### config.mk
export PLATFORM = sky130hd
export DESIGN_NAME = awmu_queue
export DESIGN_NICKNAME = d
export VERILOG_FILES = /design/src/rtl/core/awmu_pkg.sv /design/src/rtl/core/awmu_queue.sv
export SDC_FILE = /design/constraint.sdc
export NUM_CORES = 1
export LEC_CHECK = 0
export BUFFER_PORTS_ARGS = -buffer_cell sky130_fd_sc_hd__buf_4
export CAP_MARGIN = 20
export CORE_UTILIZATION = 40
export CTS_CLUSTER_DIAMETER = 60
export CTS_CLUSTER_SIZE = 8
export DETAILED_ROUTE_END_ITERATION = 8
export GPL_TIMING_DRIVEN = 0
export PLACE_DENSITY = 0.73
export RECOVER_POWER = 25
export REMOVE_ABC_BUFFERS = 1
export SYNTH_ARGS = -nofsm -noshare
export SYNTH_HDL_FRONTEND = slang
export SYNTH_SLANG_ARGS = --single-unit
### constraint.sdc
create_clock -name i_clk -period 7.61 [get_ports i_clk]
set_input_delay 0.761 -clock i_clk [delete_from_list [all_inputs] [get_ports i_clk]]
set_output_delay 0.761 -clock i_clk [all_outputs]
set_load 0.01 [all_outputs]
### src/rtl/core/awmu_pkg.sv
// Shared types and constants for the atomic word memory unit.
`timescale 1ns / 1ps
package awmu_pkg;

    // access modes
    localparam logic [3:0] MODE_ADD      = 4'd0;
    localparam logic [3:0] MODE_SUB      = 4'd1;
    localparam logic [3:0] MODE_AND      = 4'd2;
    localparam logic [3:0] MODE_OR       = 4'd3;
    localparam logic [3:0] MODE_XOR      = 4'd4;
    localparam logic [3:0] MODE_LOAD     = 4'd5;
    localparam logic [3:0] MODE_STORE    = 4'd6;
    localparam logic [3:0] MODE_EXCHANGE = 4'd7;
    localparam logic [3:0] MODE_CMPXCHG  = 4'd8;

    // result status codes
    localparam logic [1:0] ST_OK    = 2'd0;
    localparam logic [1:0] ST_RANGE = 2'd1;
    localparam logic [1:0] ST_SIZE  = 2'd2;

    // configuration register indexes
    localparam int         CFG_IDX_W         = 2;
    localparam logic [1:0] REG_ELEMENT_COUNT = 2'd0;
    localparam logic [1:0] REG_ELEMENT_BYTES = 2'd1;

    localparam int         CFG_DATA_W  = 11;
    localparam int         COUNT_W     = 11;
    localparam int         BYTES_W     = 4;
    localparam logic [3:0] WORD_BYTES  = 4'd4;
    localparam logic [3:0] BYTES_RESET = 4'd4;

    // queue between front and back
    localparam int QUEUE_DEPTH = 2;
    localparam int QPTR_W      = 1;
    localparam int QCNT_W      = 2;

    // classified access as it travels through the queue
    typedef struct packed {
        logic [3:0]  mode;
        logic [15:0] index;
        logic [31:0] value;
        logic [31:0] compare_value;
        logic [1:0]  status;
    } t_req;

endpackage

### src/rtl/core/awmu_queue.sv
// Short FIFO of classified accesses between front and back.
`timescale 1ns / 1ps
module awmu_queue (
    input  logic           i_clk,
    input  logic           i_rst_n,
    input  logic           i_push,
    input  awmu_pkg::t_req i_data,
    output logic           o_full,
    input  logic           i_pop,
    output logic           o_empty,
    output awmu_pkg::t_req o_head
);

    awmu_pkg::t_req                  r_entry [awmu_pkg::QUEUE_DEPTH];
    logic [awmu_pkg::QPTR_W-1:0]     r_wr_ptr;
    logic [awmu_pkg::QPTR_W-1:0]     r_rd_ptr;
    logic [awmu_pkg::QCNT_W-1:0]     r_count;
    logic [awmu_pkg::QCNT_W-1:0]     n_count;

    assign o_full  = (r_count == awmu_pkg::QCNT_W'(awmu_pkg::QUEUE_DEPTH));
    assign o_empty = (r_count == '0);
    assign o_head  = r_entry[r_rd_ptr];

    always_comb begin
        n_count = r_count;
        if (i_push && !i_pop) begin
            n_count = r_count + 1'b1;
        end else if (!i_push && i_pop) begin
            n_count = r_count - 1'b1;
        end
    end

    always_ff @(posedge i_clk) begin
        if (!i_rst_n) begin
            r_wr_ptr <= '0;
            r_rd_ptr <= '0;
            r_count  <= '0;
        end else begin
            if (i_push) begin
                r_entry[r_wr_ptr] <= i_data;
                r_wr_ptr          <= r_wr_ptr + 1'b1;
            end
            if (i_pop) begin
                r_rd_ptr <= r_rd_ptr + 1'b1;
            end
            r_count <= n_count;
        end
    end

endmodule

# Yosys cells after proc, flatten, opt, wreduce, memory -nomap -nowiden

Memories as Yosys holds them, arrays and structs flattened. A register that Yosys moved wholly into a read port is not among the register bits.
Index checks and enable logic that the tools add are counted.

Logic and storage cells: 22
Memories kept: 1
Memory bits (writable): 172
Register bits: 4
Output and inout port bits: 88
Input port bits: 90

Muxes and demuxes: 7
$add $sub $neg: 4
Equal/unequal tests: 1
Reductions and logical operators: 6

Memories:

| name    | words | width | rd ports | clocked after memory_dff | wr ports | line             | RTL |
|---|---|---|---|---|---|---|---|
| r_entry | 2     | 86    | 1        | 1                        | 1        | awmu_queue.sv:14 | `awmu_pkg::t_req r_entry [awmu_pkg::QUEUE_DEPTH];` |

Operators by type and width:

| kind                                                                | count |
|---|---|
| 1-bit two-way mux                                                   | 5 |
| 2-bit two-way mux                                                   | 2 |
| 1-bit adder (second input constant)                                 | 2 |
| 2-bit by 1-bit adder with 2-bit output (second input constant)      | 1 |
| 2-bit == test (second input constant)                               | 1 |
| 1-bit logical AND                                                   | 2 |
| 1-bit zero test                                                     | 2 |
| 2-bit zero test                                                     | 1 |
| 2-bit nonzero test                                                  | 1 |
| 2-bit by 1-bit subtractor with 2-bit output (second input constant) | 1 |

# Logic depth before layout (Yosys ltp)

Depth after elaboration: 4
Depth in mapped cells: 5
Depth with buffers taken out: 5

# Worst setup path after synthesis

No wires, ideal clock.

Path type: input-to-reg
From: input port i_rst_n
To: memory r_entry[0][0] (netlist bit), enable pin
Buffers on the path: 0
Data required time: 7.076 ns
Cell stages on the path: 2
Arrival: 4.431 ns
Slack: 2.645 ns
Library setup time: 0.534 ns
Cell sequence: nand2_1 > nor2_1

Word-level cells in the longest chain between the ends: 2

RTL lines:

| item                                    | line             | RTL |
|---|---|---|
| start: declaration                      | awmu_queue.sv:5  | `input logic i_rst_n,` |
| 1-bit two-way mux                       | awmu_queue.sv:34 | `if (!i_rst_n) begin` |
| 1-bit two-way mux (not written as such) | awmu_queue.sv:40 | `r_entry[r_wr_ptr] <= i_data;` |
| end: declaration                        | awmu_queue.sv:14 |  |

Every way passes these cells.

==> metrics <==
Setup Viol. Count Final=0; Final nets=572; r2r worst-path depth=2; Routed wire per std cell=16.2 um; Starting Density=41.3%; antenna fix cells=0; kind of cell with the highest combined delay on the critical path=flip-flops; Critical Path Start Type=flop; biggest area consumer among synthesized cells=edfxtp_1; antenna-violating nets left=0; Power Density=249 nW/um2; source of the worst hold timing path=r_count[1]; critical path class=flop to output port; routed length on met2=slightly above 6000 um; total negative setup slack=0 ns; instance count of the mapped netlist=291; Fill cells=around 1,300; Final Cell Area=8740 um2; Endpoint, Worst Hold=r_count[1]; worst reg2reg path endpoint=r_entry[0][58]; Slowest-stage cell, CP=dfxtp_4; r2r setup slk=5.89 ns; Hold Crit Depth=2; initial DRC count=148; CTS Root Cell=clkbuf_16; number of antenna violations at the first check in global routing=0; maximum fanout encountered on the critical timing path=47; Area Overhead vs Synth=31.8%; via count of the first global-routing pass=3,431; hold buffer count at CTS=0; Die Height=~130 um; total track usage=13.8%; post-CTS setup repair buffer count=0; Final Hold Viols=0; Slew HR=38.2%; non-filler cells, final=slightly above 700; combined area of the multi-input logic cells=around 1200 um2; net switching power of the design=470 uW; IO Count=178; Worst Clk Skew=between 0.007 and 0.008 ns; outcome=complete, no violations; Bufs and invs on worst path=2; #FFs+latches synth=177; Peak VDD IR=~0.00014 V; part of the power in combinational logic=11.0%; number of cells after detailed placement=678; count of vias placed by the detailed router=3,249; post-cts gate resize count=0; Vias/cell=4.58; clock tree from TritonCTS=built; clk slew on worst S/H paths=0.06 ns; WP data arrival=2.10 ns; Bufs on Longest Clock Path=2; critical register-to-register path startpoint=r_wr_ptr; number of clock sinks=177; share of synthesized area occupied by flip-flops and latches=79.4%; top metal layer carrying routed signals=met4; Port Buffers=177; Critical Path Sink Type=output port; share of Yosys cell area claimed by the top area cell type=77.9%; max-cap check violation count=0; first drt pass iteration count=4; pin count of the biggest net entering global routing=50; htree depth=4; unrepaired setup endpoints after global routing=no; portion of total power attributed to sequential cells=52.2%; sum of met3 wire segment lengths after detailed routing=793 um; gr ovfl total=0; CORE AREA=16,100 um2; first-pass GRT wire length=17,300 um; number of buffers inserted during clock tree synthesis=17; cell area reported after detailed placement=8210 um2; transition at the pin with the smallest max-transition slack=0.925 ns; combined flip-flop and latch cell area=5270 um2; floorplan die area=17,100 um2; fmax=350 MHz; post-route fraction of the period consumed by the critical path=37.6%; average cell area after synthesis=22.8 um2; count of synthesis-stage warnings from yosys=0; number of DRC violations after detailed routing=0; fraction of power spent switching nets=21.6%; fraction of power consumed by the clock network=36.8%; Internal Pwr Total=1.70 mW; placed wire-length estimate after detailed placement=7710 um; cell types occupying the most area after synthesis=edfxtp_1 78%, mux2_4 9.1%, mux2_2 7.8%; clk_lat worst skew=roughly 0.42 ns; layout cells sized above 1=59.5%; FP Rows=46; ordered cell list for the critical path=buf_16, mux2_2, buf_4; die extent in x=131 um; Leakage=3.28 nW; post-route minimum period=2.86 ns; final slew viol count=0; final estimated routing congestion in global placement=0.673; data required time at the worst endpoint=6.85 ns; largest stage delay on the critical path=0.77 ns; post-synthesis cell type count=20; path class of the lowest-slack min-delay path=flop to flop; aggregate routed wire length=11,500 um; post-synthesis cell area=around 6600 um2; met1 layer wirelength in the final routing=4520 um
==> cells in the mapped netlist <==
cell type / instances
edfxtp_1: 172
mux2_2: 46
mux2_4: 40
dfxtp_1: 5
and2_1: 4
buf_12: 4
buf_2: 4
xor2_1: 3
nor2_1: 2
a21boi_1: 1
and3_1: 1
buf_6: 1
buf_8: 1
ha_1: 1
inv_1: 1
nand2_1: 1
nor2b_1: 1
o21ai_0: 1
or3_1: 1
xnor2_1: 1
==> worst min-delay path, stage by stage (launching register included) <==
cell      delay (ns)
dfxtp_1         0.33
o21ai_0         0.08
a21boi_1        0.06
==> layer usage <==
layer	vias to the layer above	GRT usage, %
met5	-	0
met4	0	5.68
met3	11	5.42
met2	112	24.4
met1	1596	14.8
li1	1530	-
==> final cells by class <==
type,instances,share of cell area (%)
clock buffer,18,4.91
clock inverter,14,1.32
inverter,1,0.0430
multi-input combinational,103,14.3
sequential,177,60.3
tap,216,3.09
timing repair buffer,181,16.1
==> kinds of logic (layout without fill, tap and decap cells) <==
| logic type | after synthesis | in the layout | synth area share [%] |
|---|---|---|---|
| and+or+nand+nor | 10 | 10 | 0.831 |
| AOI/OAI and AO/OA | 2 | 2 | 0.189 |
| muxes | 86 | 86 | 16.9 |
| DFF | 177 | 177 | 79.4 |
| adders and majority gates | 1 | 1 | 0.189 |
| xor gates and xnor gates | 4 | 4 | 0.529 |
| buffers and inverters | 11 | 214 | 1.96 |
==> state kept, by name (all words and copies together), names as in the netlist, named ones only <==
| register | flops |
|---|---|
| r_entry | 172 |
| r_count | 2 |
| r_rd_ptr | 1 |
| r_wr_ptr | 1 |
==> worst max path at each step <==
stage	cells past startpoint	start	endpoint	slack, ns
2_1_floorplan	2	i_rst_n	r_entry[0][0]	2.65
3_3_place_gp	3	i_rst_n	r_entry[0][32]	0.58
3_5_place_dp	3	flop	o_head[77]	5.14
4_1_cts	3	flop	o_head[77]	4.69
5_1_grt	3	flop	o_head[74]	4.62
6_report	3	flop	o_head[77]	4.75
==> placed cells by master (no fill, tap or decap) <==
| cell | instances |
|---|---|
| edfxtp_1 | 172 |
| buf_4 | 118 |
| clkbuf_4 | 54 |
| mux2_2 | 46 |
| mux2_4 | 40 |
| clkbuf_16 | 17 |
| clkbuf_1 | 6 |
| and2_1 | 4 |
| clkinv_2 | 4 |
| dfxtp_1 | 4 |
| xor2_1 | 3 |
| clkinvlp_4 | 3 |
| clkinv_4 | 2 |
| clkinv_1 | 2 |
| inv_6 | 2 |
| buf_12 | 2 |
| buf_16 | 2 |
| inv_1 | 1 |
| nor2_1 | 1 |
| nor2b_1 | 1 |
| and3_4 | 1 |
| nand2_1 | 1 |
| nor2_4 | 1 |
| xnor2_1 | 1 |
| o21ai_0 | 1 |
| or3_1 | 1 |
| a21boi_1 | 1 |
| ha_1 | 1 |
| dfxtp_4 | 1 |
| bufinv_16 | 1 |
==> power by group through the flow <==
stage	sequential, mW	combinational, mW	clock (mW)
after floorplan	1.16	0.117	0
after global placement	1.17	0.238	0
after detailed placement	1.16	0.246	0
after CTS	1.13	0.247	0.822
after global routing	1.14	0.258	0.858
final	1.13	0.239	0.800
==> stage by stage <==
| stage | setup slack, ns | util [%] | power, mW | hold WS [ns] |
|---|---|---|---|---|
| floorplan | 2.65 | - | 1.28 | 0.466 |
| global placement | 0.583 | 50.5 | 1.41 | 0.484 |
| detailed placement | 5.14 | 51.1 | 1.40 | 0.505 |
| CTS | 4.69 | 54.5 | 2.20 | 0.499 |
| global route | 4.62 | 54.4 | 2.25 | 0.508 |
| finish | 4.75 | 54.4 | 2.17 | 0.517 |
Power figures use the tool's default switching activity.
