### src/rtl/core/awmu_pkg.sv
// Shared types and constants for the atomic word memory unit.
`timescale 1ns / 1ps
package awmu_pkg;

    // access modes
    localparam logic [3:0] MODE_ADD      = 4'd0;
    localparam logic [3:0] MODE_SUB      = 4'd1;
    localparam logic [3:0] MODE_AND      = 4'd2;
    localparam logic [3:0] MODE_OR       = 4'd3;
    localparam logic [3:0] MODE_XOR      = 4'd4;
    localparam logic [3:0] MODE_LOAD     = 4'd5;
    localparam logic [3:0] MODE_STORE    = 4'd6;
    localparam logic [3:0] MODE_EXCHANGE = 4'd7;
    localparam logic [3:0] MODE_CMPXCHG  = 4'd8;

    // result status codes
    localparam logic [1:0] ST_OK    = 2'd0;
    localparam logic [1:0] ST_RANGE = 2'd1;
    localparam logic [1:0] ST_SIZE  = 2'd2;

    // configuration register indexes
    localparam int         CFG_IDX_W         = 2;
    localparam logic [1:0] REG_ELEMENT_COUNT = 2'd0;
    localparam logic [1:0] REG_ELEMENT_BYTES = 2'd1;

    localparam int         CFG_DATA_W  = 11;
    localparam int         COUNT_W     = 11;
    localparam int         BYTES_W     = 4;
    localparam logic [3:0] WORD_BYTES  = 4'd4;
    localparam logic [3:0] BYTES_RESET = 4'd4;

    // queue between front and back
    localparam int QUEUE_DEPTH = 2;
    localparam int QPTR_W      = 1;
    localparam int QCNT_W      = 2;

    // classified access as it travels through the queue
    typedef struct packed {
        logic [3:0]  mode;
        logic [15:0] index;
        logic [31:0] value;
        logic [31:0] compare_value;
        logic [1:0]  status;
    } t_req;

endpackage

### src/rtl/core/awmu_front.sv
// Front end: config registers, access acceptance and error classification.
`timescale 1ns / 1ps
module awmu_front #(
    parameter int DEPTH = 1024
) (
    input  logic                              i_clk,
    input  logic                              i_rst_n,
    input  logic                              i_cfg_we,
    input  logic [awmu_pkg::CFG_IDX_W-1:0]    i_cfg_index,
    input  logic [awmu_pkg::CFG_DATA_W-1:0]   i_cfg_data,
    input  logic                              i_in_valid,
    output logic                              o_in_stall,
    input  logic [3:0]                        i_mode,
    input  logic [15:0]                       i_index,
    input  logic [31:0]                       i_value,
    input  logic [31:0]                       i_compare_value,
    input  logic                              i_clearing,
    input  logic                              i_full,
    output logic                              o_push,
    output awmu_pkg::t_req                    o_req
);

    logic [awmu_pkg::COUNT_W-1:0] r_element_count;
    logic [awmu_pkg::BYTES_W-1:0] r_element_bytes;
    logic                         n_range_bad;
    logic                         n_size_bad;

    always_ff @(posedge i_clk) begin
        if (!i_rst_n) begin
            r_element_count <= '0;
            r_element_bytes <= awmu_pkg::BYTES_RESET;
        end else if (i_cfg_we) begin
            case (i_cfg_index)
                awmu_pkg::REG_ELEMENT_COUNT: begin
                    r_element_count <= i_cfg_data[awmu_pkg::COUNT_W-1:0];
                end
                awmu_pkg::REG_ELEMENT_BYTES: begin
                    r_element_bytes <= i_cfg_data[awmu_pkg::BYTES_W-1:0];
                end
                default: begin
                end
            endcase
        end
    end

    // index is checked first, element size only for an in-range index
    always_comb begin
        n_range_bad = ({5'd0, r_element_count} <= i_index)
                   || ({1'b0, i_index} >= 17'(DEPTH));
        n_size_bad  = (r_element_bytes != awmu_pkg::WORD_BYTES);
    end

    assign o_in_stall = i_clearing || i_full;
    assign o_push     = i_in_valid && !o_in_stall;

    always_comb begin
        o_req.mode          = i_mode;
        o_req.index         = i_index;
        o_req.value         = i_value;
        o_req.compare_value = i_compare_value;
        if (n_range_bad) begin
            o_req.status = awmu_pkg::ST_RANGE;
        end else if (n_size_bad) begin
            o_req.status = awmu_pkg::ST_SIZE;
        end else begin
            o_req.status = awmu_pkg::ST_OK;
        end
    end

endmodule

### config.mk
export PLATFORM = sky130hd
export DESIGN_NAME = awmu_front
export DESIGN_NICKNAME = d
export VERILOG_FILES = /design/src/rtl/core/awmu_pkg.sv /design/src/rtl/core/awmu_front.sv
export SDC_FILE = /design/constraint.sdc
export NUM_CORES = 1
export LEC_CHECK = 0
export BUFFER_PORTS_ARGS = -buffer_cell sky130_fd_sc_hd__buf_2
export CORE_ASPECT_RATIO = 0.8
export CORE_MARGIN = 2
export CORE_UTILIZATION = 30
export CTS_BUF_LIST = sky130_fd_sc_hd__clkbuf_4 sky130_fd_sc_hd__clkbuf_8
export CTS_CLUSTER_SIZE = 14
export DETAILED_ROUTE_END_ITERATION = 12
export PLACE_DENSITY = 0.89
export SYNTH_ARGS = -nofsm -noshare
export SYNTH_HDL_FRONTEND = slang
export SYNTH_SLANG_ARGS = --single-unit
export TNS_END_PERCENT = 30
### constraint.sdc
create_clock -name i_clk -period 1.8 [get_ports i_clk]
set_clock_uncertainty 0.1 [all_clocks]
set_input_delay 0.36 -clock i_clk [delete_from_list [all_inputs] [get_ports i_clk]]
set_output_delay 0.36 -clock i_clk [all_outputs]
set_load 0.02 [all_outputs]
# [After elaboration in Yosys (flattened, before gate mapping)]
# Cells that the tools add are included.
[op_classes] n_addsub=0 multipliers=0 div=0 magnitude_cmp=2 eq_ne=2 shifts=0 muxes=2 bitwise_logic=0 n_reduce_logical=7
[op_table] cell="16-bit by 11-bit >= comparator with 1-bit output, second input constant" n=1
[op_table] cell="11-bit by 16-bit <= comparator with 1-bit output" n=1
[op_table] cell="2-bit two-way mux" n=2
[op_table] cell="4-bit by 3-bit != test with 1-bit output, second input constant" n=1
[op_table] cell="2-bit AND reduction" n=2
[op_table] cell="2-bit by 1-bit == test with 1-bit output, second input constant" n=1
[op_table] cell="2-bit zero test" n=1
[op_table] cell="1-bit logical OR" n=2
[op_table] cell="1-bit logical AND" n=1
[op_table] cell="1-bit zero test" n=1
[word_totals] reg_bits=15 latch_bits=0 ram_bits=0 mem_bits_ro=0 input_bits=103 output_inout_bits=88 word_cells=15 mem_count=0

# [Longest topological paths before layout]
# Gate-level depths: netlist (run 1).
[logic_depth] depth_word=3 ltp_mapped=7 mapped_depth_nobuf=7

# [Least setup slack after synthesis (run 1)]
# No wires, ideal clock.
[synth_path] kind="input to output" from="input i_index[1]" to="output o_req[1] (netlist bit)" arrival_time_ps=1607 required_ps=1340 setup_slack_ps=-267 stages=7 n_path_buf=0 path_cell_list="inv_1 > ha_1 > nor2b_1 > o211ai_1 > a2111oi_2 > o41ai_2 > nor2_1"
[synth_lines] element="from (decl)" line="awmu_front.sv:14" text="input logic [15:0] i_index,"
[synth_lines] element="to (decl)" line="awmu_front.sv:20" text="output awmu_pkg::t_req o_req"

==> impl_results.md, run 1 <==
* Gr ovfl total at 0
* Main synth FF type: dfxtp_1
* IO buf count at 54
* Final WS setup at -525 ps
* Final min period at 2330 ps
* Status: finished with violations
* Final-report hold violation count at 0
* Reg2reg end: r_element_count[0]
* Initial antenna violation count at 0
* Post-Synthesis Cells at approximately 180
* Startpoint class of the critical path: flop
* Yosys warns at 0
* Worst r2r path cells at 5
* Antenna viol nets, final at 0
* Worst Path Required at roughly 1300 ps
* Critical path origin: r_element_count[5]
* Crit path max-delay cell type: o41ai_2
* TritonCTS Buffers at 3
* DRC at 0
* Die area at 5740 um^2
* Gp weighted congestion at 0.655
* Seq/Total Area, Yosys at roughly a fifth
* Drt total wl at roughly 2800 um
* DPL Wire Length at 2340 um
* Slew @ Worst Pin at about 420 ps
* FMAX at between 400 and 500 MHz
* Maximum VDD drop at around 0.36 mV
* Max-cap violations at 0
* EDFF count, synth at 0
* GRT Overall Usage at 9.75%
* Die width at 84.2 um
* Fin Hold WS at 276 ps
* Synth cell types at 23
* Vias in the first global route at just under 1000
* Layout cells sized above 1 at 45.6%
* Worst Path Buf+Inv at 1
* Async S/R FF share, synth at 0%
* Area contributors post-synth: buf_4, dfxtp_1, mux2i_1
* Hold Path Depth at 3
* Sink Count at 15
* Area growth from synthesis to layout at -11.8%
* RR Startpoint: r_element_count[0]
* Filler Cell Count at ~550
* Setup WS pre-CTS at -467 ps
* Starting Density at a little under a third
* First-pass GRT wire length at between 4000 and 5000 um
* Hold wc startpoint: i_cfg_data[9]
* H-tree depth at 1
* Post-CTS Setup Repair Bufs at 0
* Yosys reg bits at 15
* Vias at approximately 960
* Avg WL per Cell at between 10 and 15 um
* Failing checks: negative setup slack
* Setup violators final at 2
* Most numerous cell in the Yosys netlist: buf_4
* Commonest cells post-synth: buf_4, nor2b_1, dfxtp_1
* Hold endpoint: r_element_count[9]
* Fin Setup TNS at -1040 ps
* Pwr per Cell Area at between 500 and 600 nW/um^2
* Unrepaired setup endpoints after global routing: true
* DR vias/cell at about 4.3
* Drt initial violations at 19
* Clock-pin transition on the worst setup and hold timing paths at around 60 ps
* Period Utilization, post-route at 129%
* Average size of a mapped cell at between 8 and 9 um^2
* Syn nets at 295
* DR pass1 iterations at 4
* Core area at between 4000 and 5000 um^2
* Critical Path AT at 1870 ps
* Post-synth top area cell: buf_4
* Largest net degree at the start of global routing at 16
* Die Span Y at about 70 um
* CTS tree: built
* Reg-to-reg slack, setup at around 920 ps
* Final Cell Area at between 1000 and 1500 um^2
* Max Root-Sink Buffers at 2
* Worst skew pair latency at about 240 ps
* Worst-path maximum fanout at 2
* Ant. Diodes at 0
* Crit-path max cell delay at 460 ps
* # hold bufs at CTS at 0
* Synth top area share at around two fifths
* Io pins at 191
* Critical Setup Path Class: reg -> out
* Cell at the root of the clock tree: clkbuf_8
* Num rows at 23
* Static Leak at a little under 0.7 nW
* Post-Place Cell Area at 1300 um^2
* Mapped cell area at between 1500 and 2000 um^2
* Relative max-transition margin at a little over 70%
* Worst hold-check path type: in -> reg
* Worst Setup End Kind: output port
* Delay-heaviest family, CP: compound AO/OA/AOI/OAI gates
* Final Slew Violations at 0
* Crit-path cells: ha_1 -> a21o_1 -> nand3_1 -> a211oi_1 -> o41ai_2 -> buf_2
* Final nets at roughly 280
==> kinds of logic (layout without fill, tap and decap cells) <==
| family | count (synthesis) | in the layout | synth area share (%) |
|---|---|---|---|
| compound gates | 9 | 9 | 4.78 |
| fa+ha+maj | 11 | 11 | 8.91 |
| buf+inv | 99 | 78 | 45.2 |
| flops | 15 | 15 | 19.4 |
| mux | 14 | 14 | 9.07 |
| simple gates | 33 | 33 | 12.6 |
==> worst max-delay path by stage <==
stage,slack (ps),depth (start not counted),endpoint
global route,-600,6,o_req[0]
floorplan,-200,7,o_req[1]
detailed placement,-470,8,o_req[0]
global placement,-450,8,o_req[0]
CTS,-510,6,o_req[0]
finish,-530,6,o_req[0]
==> placed cells by master, fill, tap and decap left out <==
cell       instances
buf_4              8
nand3b_1           1
nand4_1            2
nor3_1             3
nor2_1             3
o211ai_1           1
ha_4               1
clkinv_2           1
or2_2              1
a211oi_1           1
buf_2             54
nor3b_2            1
clkbuf_8           3
dfxtp_1           14
dfxtp_2            1
a21oi_1            4
nor4b_1            1
inv_1             12
a2111oi_2          1
a21o_1             1
ha_1              10
nor2b_1           16
mux2i_1           14
o41ai_2            1
nand2_1            2
nor2_2             1
nand3_1            2
==> routing by layer <==
layer  up-vias  share of wire [%]  global-route usage, %
li1        458                  -                      -
met1       423                 43                   11.4
met2        67                 42                   15.4
met3        14                 13                   3.98
met4         0                2.1                   5.65
met5         -                  0                      0
==> repair_timing <==
action,4_1_cts,5_1_grt
pin swaps,0,0
resized for setup,2,0
endpoints found under the hold margin,0,0
endpoints found under the setup margin,2,2
==> worst reg2reg max path, delay by kind of cell (launching register included) <==
kind	cells	cell delay [ps]
flops	1	310
compound gates	1	50
buf+inv	2	170
simple gates	2	200
==> metrics by stage <==
step / utilization, % / cells / power [mW]
after floorplan: - / 181 / 0.698
after global placement: 26.2 / 218 / 0.533
after detailed placement: 26.2 / 218 / 0.539
after CTS: 27.4 / 222 / 0.812
after global routing: 27.4 / 222 / 0.851
final: 27.4 / 222 / 0.801
==> cell type report <==
type	count	area [um^2]	share of cell area, %
clock buffer	3	41.3	3.03
clock inverter	1	5.00	0.367
inverter	12	45.0	3.31
multi-input combinational	67	562	41.2
sequential	15	302	22.1
tap	62	77.6	5.69
timing repair buffer	62	330	24.2
==> state kept, by name, indices dropped and copies added, names as in the netlist <==
signal	flops
r_element_bytes	4
r_element_count	11
==> power by group <==
group | internal (mW) | switching, mW
clock network | 0.153 | 0.116
logic | 0.0861 | 0.0950
registers | 0.344 | 0.00681
Note: power is estimated with default switching activity, not from simulation.
==> run 2: changes to the inputs <==
Settings changed: CORE_MARGIN 2 to not set, MAX_ROUTING_LAYER set to met4.
==> impl_results.md, run 2 (synthesis results as in run 1) <==
* Final-report hold violation count at 0
* DPL Wire Length at ~2400 um
* Pwr per Cell Area at just under 600 nW/um^2
* Io pins at 191
* CTS tree: built
* Crit-path max cell delay at 460 ps
* Vias in the first global route at 927
* Worst Path Required at between 1000 and 1500 ps
* Cell at the root of the clock tree: clkbuf_8
* Most frequent cells in the layout: buf_2, nor2b_1, mux2i_1, dfxtp_1, inv_1
* Worst skew pair latency at between 200 and 300 ps
* Area growth from synthesis to layout at -11.7%
* Final std cells w/o fill at 220
* Drt total wl at around 2800 um
* Max-cap violations at 0
* Unrepaired setup endpoints after global routing: true
* Post-Place Cell Area at about 1300 um^2
* Status: finished with violations
* Static Leak at just under 0.7 nW
* Antenna viol nets, final at 0
* CP Capture Point: o_req[0]
* Clock-pin transition on the worst setup and hold timing paths at ~60 ps
* Met3 usage at just over 5%
* Cell Count Post-Placement at 216
* Crit path max-delay cell type: o41ai_2
* Fin Hold WS at ~250 ps
* DR pass1 iterations at 4
* First-pass GRT wire length at approximately 4200 um
* Gp weighted congestion at between 0.6 and 0.7
* Failing checks: negative setup slack
* Worst Setup End Kind: output port
* Worst hold-check path type: in -> reg
* Final min period at 2350 ps
* Biggest regs: r_element_count (11), r_element_bytes (4)
* Met1 Usage GRT at between 10% and 20%
* Maximum VDD drop at about 0.46 mV
* Die area at about 5400 um^2
* DRC at 0
* Reg-to-reg slack, setup at ~930 ps
* Max reg flops at 11
* # hold bufs at CTS at 0
* DR vias/cell at ~4.5
* Met2 Use GR at between 10% and 20%
* Die Span Y at 66.2 um
* Gr ovfl total at 0
* Startpoint class of the critical path: flop
* Avg WL per Cell at 12.8 um
* Critical path origin: r_element_count[5]
* Final Slew Violations at 0
* Initial antenna violation count at 0
* Max Root-Sink Buffers at 2
* Reg2reg end: r_element_count[0]
* Worst path depth at 6
* Drt initial violations at 5
* Reg area at between 300 and 400 um^2
* RR Startpoint: r_element_count[0]
* Critical Path AT at between 1500 and 2000 ps
* FMAX at between 400 and 500 MHz
* GR peak layer: met2
* Slew @ Worst Pin at between 400 and 500 ps
* Layout cells sized above 1 at a little under half
* Final WS setup at -552 ps
* Final Cell Area at 1370 um^2
* Vias at a little under 1000
* Setup violators final at 2
* Worst r2r path cells at 5
* Worst-path maximum fanout at 2
* IO buf count at between 50 and 60
* Starting Density at 32.4%
* Multi-input logic area at between 500 and 600 um^2
* Post-CTS Setup Repair Bufs at 0
* Sink Count at 15
* H-tree depth at 1
* Crit-path cells: ha_1 -> a21o_1 -> nand3_1 -> a211oi_2 -> o41ai_2 -> buf_2
* Period Utilization, post-route at 131%
* Ant. Diodes at 0
* Relative max-transition margin at between 70% and 80%
* Final nets at 275
* TritonCTS Buffers at 3
* Worst Path Buf+Inv at 1
* Largest reg by FF count: r_element_count
* Core Util, Final at about 29%
* Die width at roughly 82 um
* Delay-heaviest family, CP: compound AO/OA/AOI/OAI gates
* Core area at between 4000 and 5000 um^2
* Largest net degree at the start of global routing at 16
* Critical Setup Path Class: reg -> out
* Most common cell after layout, fill and taps aside: buf_2
* Num rows at 22
* Filler Cell Count at 528
* GRT Overall Usage at between 10% and 20%
==> run 2: metal layers <==
layer	vias to the layer above	share of wire, %	routed length [um]
met5	-	0	0
met4	0	2.9	82
met3	18	13	353
met2	81	43	1210
met1	433	41	1160
li1	458	-	-
==> run 2: how the worst min path moves through the flow <==
stage	end	slack (ps)	cells after the start	startpoint
4_1_cts	r_element_bytes[2]	240	3	i_cfg_data[2]
3_5_place_dp	r_element_bytes[2]	370	2	r_element_bytes[2]
2_1_floorplan	r_element_bytes[2]	340	2	r_element_bytes[2]
5_1_grt	r_element_bytes[2]	270	3	i_cfg_data[2]
3_3_place_gp	r_element_bytes[2]	350	2	r_element_bytes[2]
6_report	r_element_bytes[2]	250	3	i_cfg_data[2]
==> run 2: cell type report <==
cell class | count | area share, %
multi-input combinational | 67 | 41.5
timing repair buffer | 62 | 24.2
sequential | 15 | 22.1
tap | 60 | 5.50
inverter | 12 | 3.30
clock buffer | 3 | 3.02
clock inverter | 1 | 0.367
==> run 2: worst register-to-register path, stage by stage (launching register included) <==
cell,delay (ps)
dfxtp_1,300
inv_1,80
buf_4,110
nor2_1,30
a21oi_1,110
nor2b_1,50
==> run 2: power by group <==
group	internal (mW)	switching, mW	leakage (nW)
registers	0.344	0.00652	0.122
logic	0.0868	0.0957	0.536
clock network	0.153	0.120	0.0255
==> run 2: timing repair <==
item | in CTS | in global routing
pin swaps | 0 | 0
endpoints found under the setup margin | 2 | 2
gates resized for setup | 2 | 1
==> run 2: stage by stage <==
| stage | setup TNS (ps) | power, mW | worst slack (ps) |
|---|---|---|---|
| global route | -1330 | 0.850 | -665 |
| floorplan | -388 | 0.698 | -195 |
| finish | -1090 | 0.806 | -552 |
| global placement | -897 | 0.535 | -453 |
| CTS | -1130 | 0.815 | -574 |
| detailed placement | -1050 | 0.539 | -535 |
==> run 3: changes to the inputs <==
--- a/config.mk
+++ b/config.mk
@@ -7,9 +7,9 @@
 export LEC_CHECK = 0
 export BUFFER_PORTS_ARGS = -buffer_cell sky130_fd_sc_hd__buf_2
-export CORE_ASPECT_RATIO = 0.8
-export CORE_UTILIZATION = 30
-export CTS_BUF_LIST = sky130_fd_sc_hd__clkbuf_4 sky130_fd_sc_hd__clkbuf_8
+export CORE_AREA = 2 2 73 75
+export CTS_BUF_LIST = sky130_fd_sc_hd__clkbuf_8
 export CTS_CLUSTER_SIZE = 14
 export DETAILED_ROUTE_END_ITERATION = 12
+export DIE_AREA = 0 0 75 77
 export MAX_ROUTING_LAYER = met4
 export PLACE_DENSITY = 0.89
==> constraint.sdc (replaced) <==
create_clock -name i_clk -period 2.47 [get_ports i_clk]
set_clock_uncertainty 0.1 [all_clocks]
set_input_delay 0.494 -clock i_clk [delete_from_list [all_inputs] [get_ports i_clk]]
set_output_delay 0.494 -clock i_clk [all_outputs]
set_load 0.1 [all_outputs]
==> impl_results.md, run 3 (synthesis results as in run 1) <==
* Hold Path Depth at 3
* Most common cell after layout, fill and taps aside: buf_2
* Final min period at ~2600 ps
* Drt total wl at 3000 um
* Reg2reg end: r_element_count[0]
* Cell at the root of the clock tree: clkbuf_8
* Top Layer Used: met4
* Wire length on met3 at about 280 um
* Worst-path maximum fanout at 3
* CTS tree: built
* Crit-path max cell delay at about 400 ps
* Drt initial violations at 4
* Status: finished with violations
* Filler Cell Count at approximately 520
* Worst skew pair latency at approximately 250 ps
* Met1 WL at 1070 um
* Biggest regs: r_element_count (11), r_element_bytes (4)
* TritonCTS Buffers at 3
* Critical Setup Path Class: in -> out
* Die area at 5780 um^2
* Final WS setup at -138 ps
* RR Startpoint: r_element_count[0]
* Startpoint class of the critical path: primary input
* Maximum VDD drop at slightly below 0.3 mV
* Layout cells sized above 1 at 48.4%
* DPL Wire Length at about 2500 um
* Die width at 75 um
* Pwr per Cell Area at between 400 and 500 nW/um^2
* GRT Overall Usage at 10.6%
* Final-report hold violation count at 0
* Relative max-transition margin at roughly 65%
* DRC at 0
* Failing checks: negative setup slack
* Reg area at about 300 um^2
* Period Utilization, post-route at 106%
* Total power at 0.679 mW
* Io pins at 191
* Reg-to-reg slack, setup at roughly 1700 ps
* Core area at 4980 um^2
* Hold wc startpoint: i_cfg_data[2]
* Largest net degree at the start of global routing at 16
* Num rows at 26
* Final Slew Violations at 0
* Die Span Y at roughly 77 um
* Max Root-Sink Buffers at 2
* Antenna viol nets, final at 0
* Static Leak at approximately 0.7 nW
* Multi-input logic area at 588 um^2
* Crit path max-delay cell type: a2111oi_2
* Max reg flops at 11
* Unrepaired setup endpoints after global routing: true
* Gr ovfl total at 0
* # hold bufs at CTS at 0
* WL met2 at 1440 um
* Ant. Diodes at 0
* FMAX at 383 MHz
* Vias in the first global route at approximately 1000
* Area growth from synthesis to layout at -8.42%
* Crit-path cells: buf_2 -> inv_1 -> ha_1 -> nand3_1 -> a2111oi_2 -> o41ai_2 -> buf_4 -> nor2_4 -> buf_12
* Worst hold-check path type: in -> reg
* Sink Count at 15
* Critical Path AT at between 2000 and 2500 ps
* Largest reg by FF count: r_element_count
* First-pass GRT wire length at around 4600 um
* Post-CTS Setup Repair Bufs at 0
* Most frequent cells in the layout: buf_2, nor2b_1, mux2i_1
* Starting Density at a little over 30%
* Final nets at approximately 270
* Initial antenna violation count at 0
* Worst Path Required at roughly 1900 ps
* Slew @ Worst Pin at ~520 ps
* DR vias/cell at about 4.3
* IO buf count at between 50 and 60
* DR pass1 iterations at 4
* Avg WL per Cell at roughly 13 um
* Max-cap violations at 0
* Worst r2r path cells at 4
* Worst Setup End Kind: output port
* H-tree depth at 1
* Setup violators final at 2
* Gp weighted congestion at 0.734
* Setup WS pre-CTS at -197 ps
* Hold endpoint: r_element_bytes[2]
* Fin Hold WS at between 300 and 400 ps
* Clock-pin transition on the worst setup and hold timing paths at around 60 ps
* Vias at around 1000
==> run 3: worst max path at each step <==
| stage | to | startpoint | cells after the start |
|---|---|---|---|
| after detailed placement | o_req[1] | i_index[1] | 10 |
| after global routing | o_req[1] | i_index[10] | 9 |
| after CTS | o_req[1] | i_index[10] | 9 |
| after global placement | o_req[1] | i_index[1] | 10 |
| after floorplan | o_req[1] | i_index[1] | 7 |
| final | o_req[1] | i_index[10] | 9 |
==> run 3: metrics by stage <==
| stage | utilization (%) | TNS, ps | area (um^2) | instances |
|---|---|---|---|---|
| floorplan | - | -112 | 1560 | 181 |
| global placement | 26.7 | -214 | 1330 | 223 |
| detailed placement | 26.7 | -306 | 1330 | 223 |
| CTS | 28.0 | -210 | 1390 | 227 |
| global route | 28.4 | -292 | 1420 | 227 |
| finish | 28.4 | -144 | 1420 | 227 |
==> run 3: final cells by class <==
| class | count | share of cell area (%) |
|---|---|---|
| multi-input combinational | 67 | 41.6 |
| timing repair buffer | 59 | 24.3 |
| sequential | 15 | 21.4 |
| tap | 70 | 6.19 |
| inverter | 12 | 3.36 |
| clock buffer | 3 | 2.92 |
| clock inverter | 1 | 0.265 |
==> run 3: report_power, final <==
| part | switching (mW) | internal [mW] | total (mW) |
|---|---|---|---|
| clock | 0.0845 | 0.110 | 0.195 |
| combinational | 0.164 | 0.0644 | 0.229 |
| sequential | 0.00508 | 0.251 | 0.256 |
==> run 3: repair_timing <==
action                                 in CTS  in global routing
resized for setup                           4                  6
pin swaps                                   1                  0
endpoints found under the hold margin       0                  0
setup endpoints to repair                   2                  2
==> run 3: routing by layer <==
metal,vias to the layer above,GRT usage [%]
li1,453,-
met1,442,10.4
met2,58,16.3
met3,34,3.42
met4,0,9.46
met5,-,-
==> run 3: worst max-delay path, delay by kind of cell <==
kind            cells  cell delay (ps)
compound gates      2              500
buf+inv             4              480
simple gates        2              250
fa+ha+maj           1              290
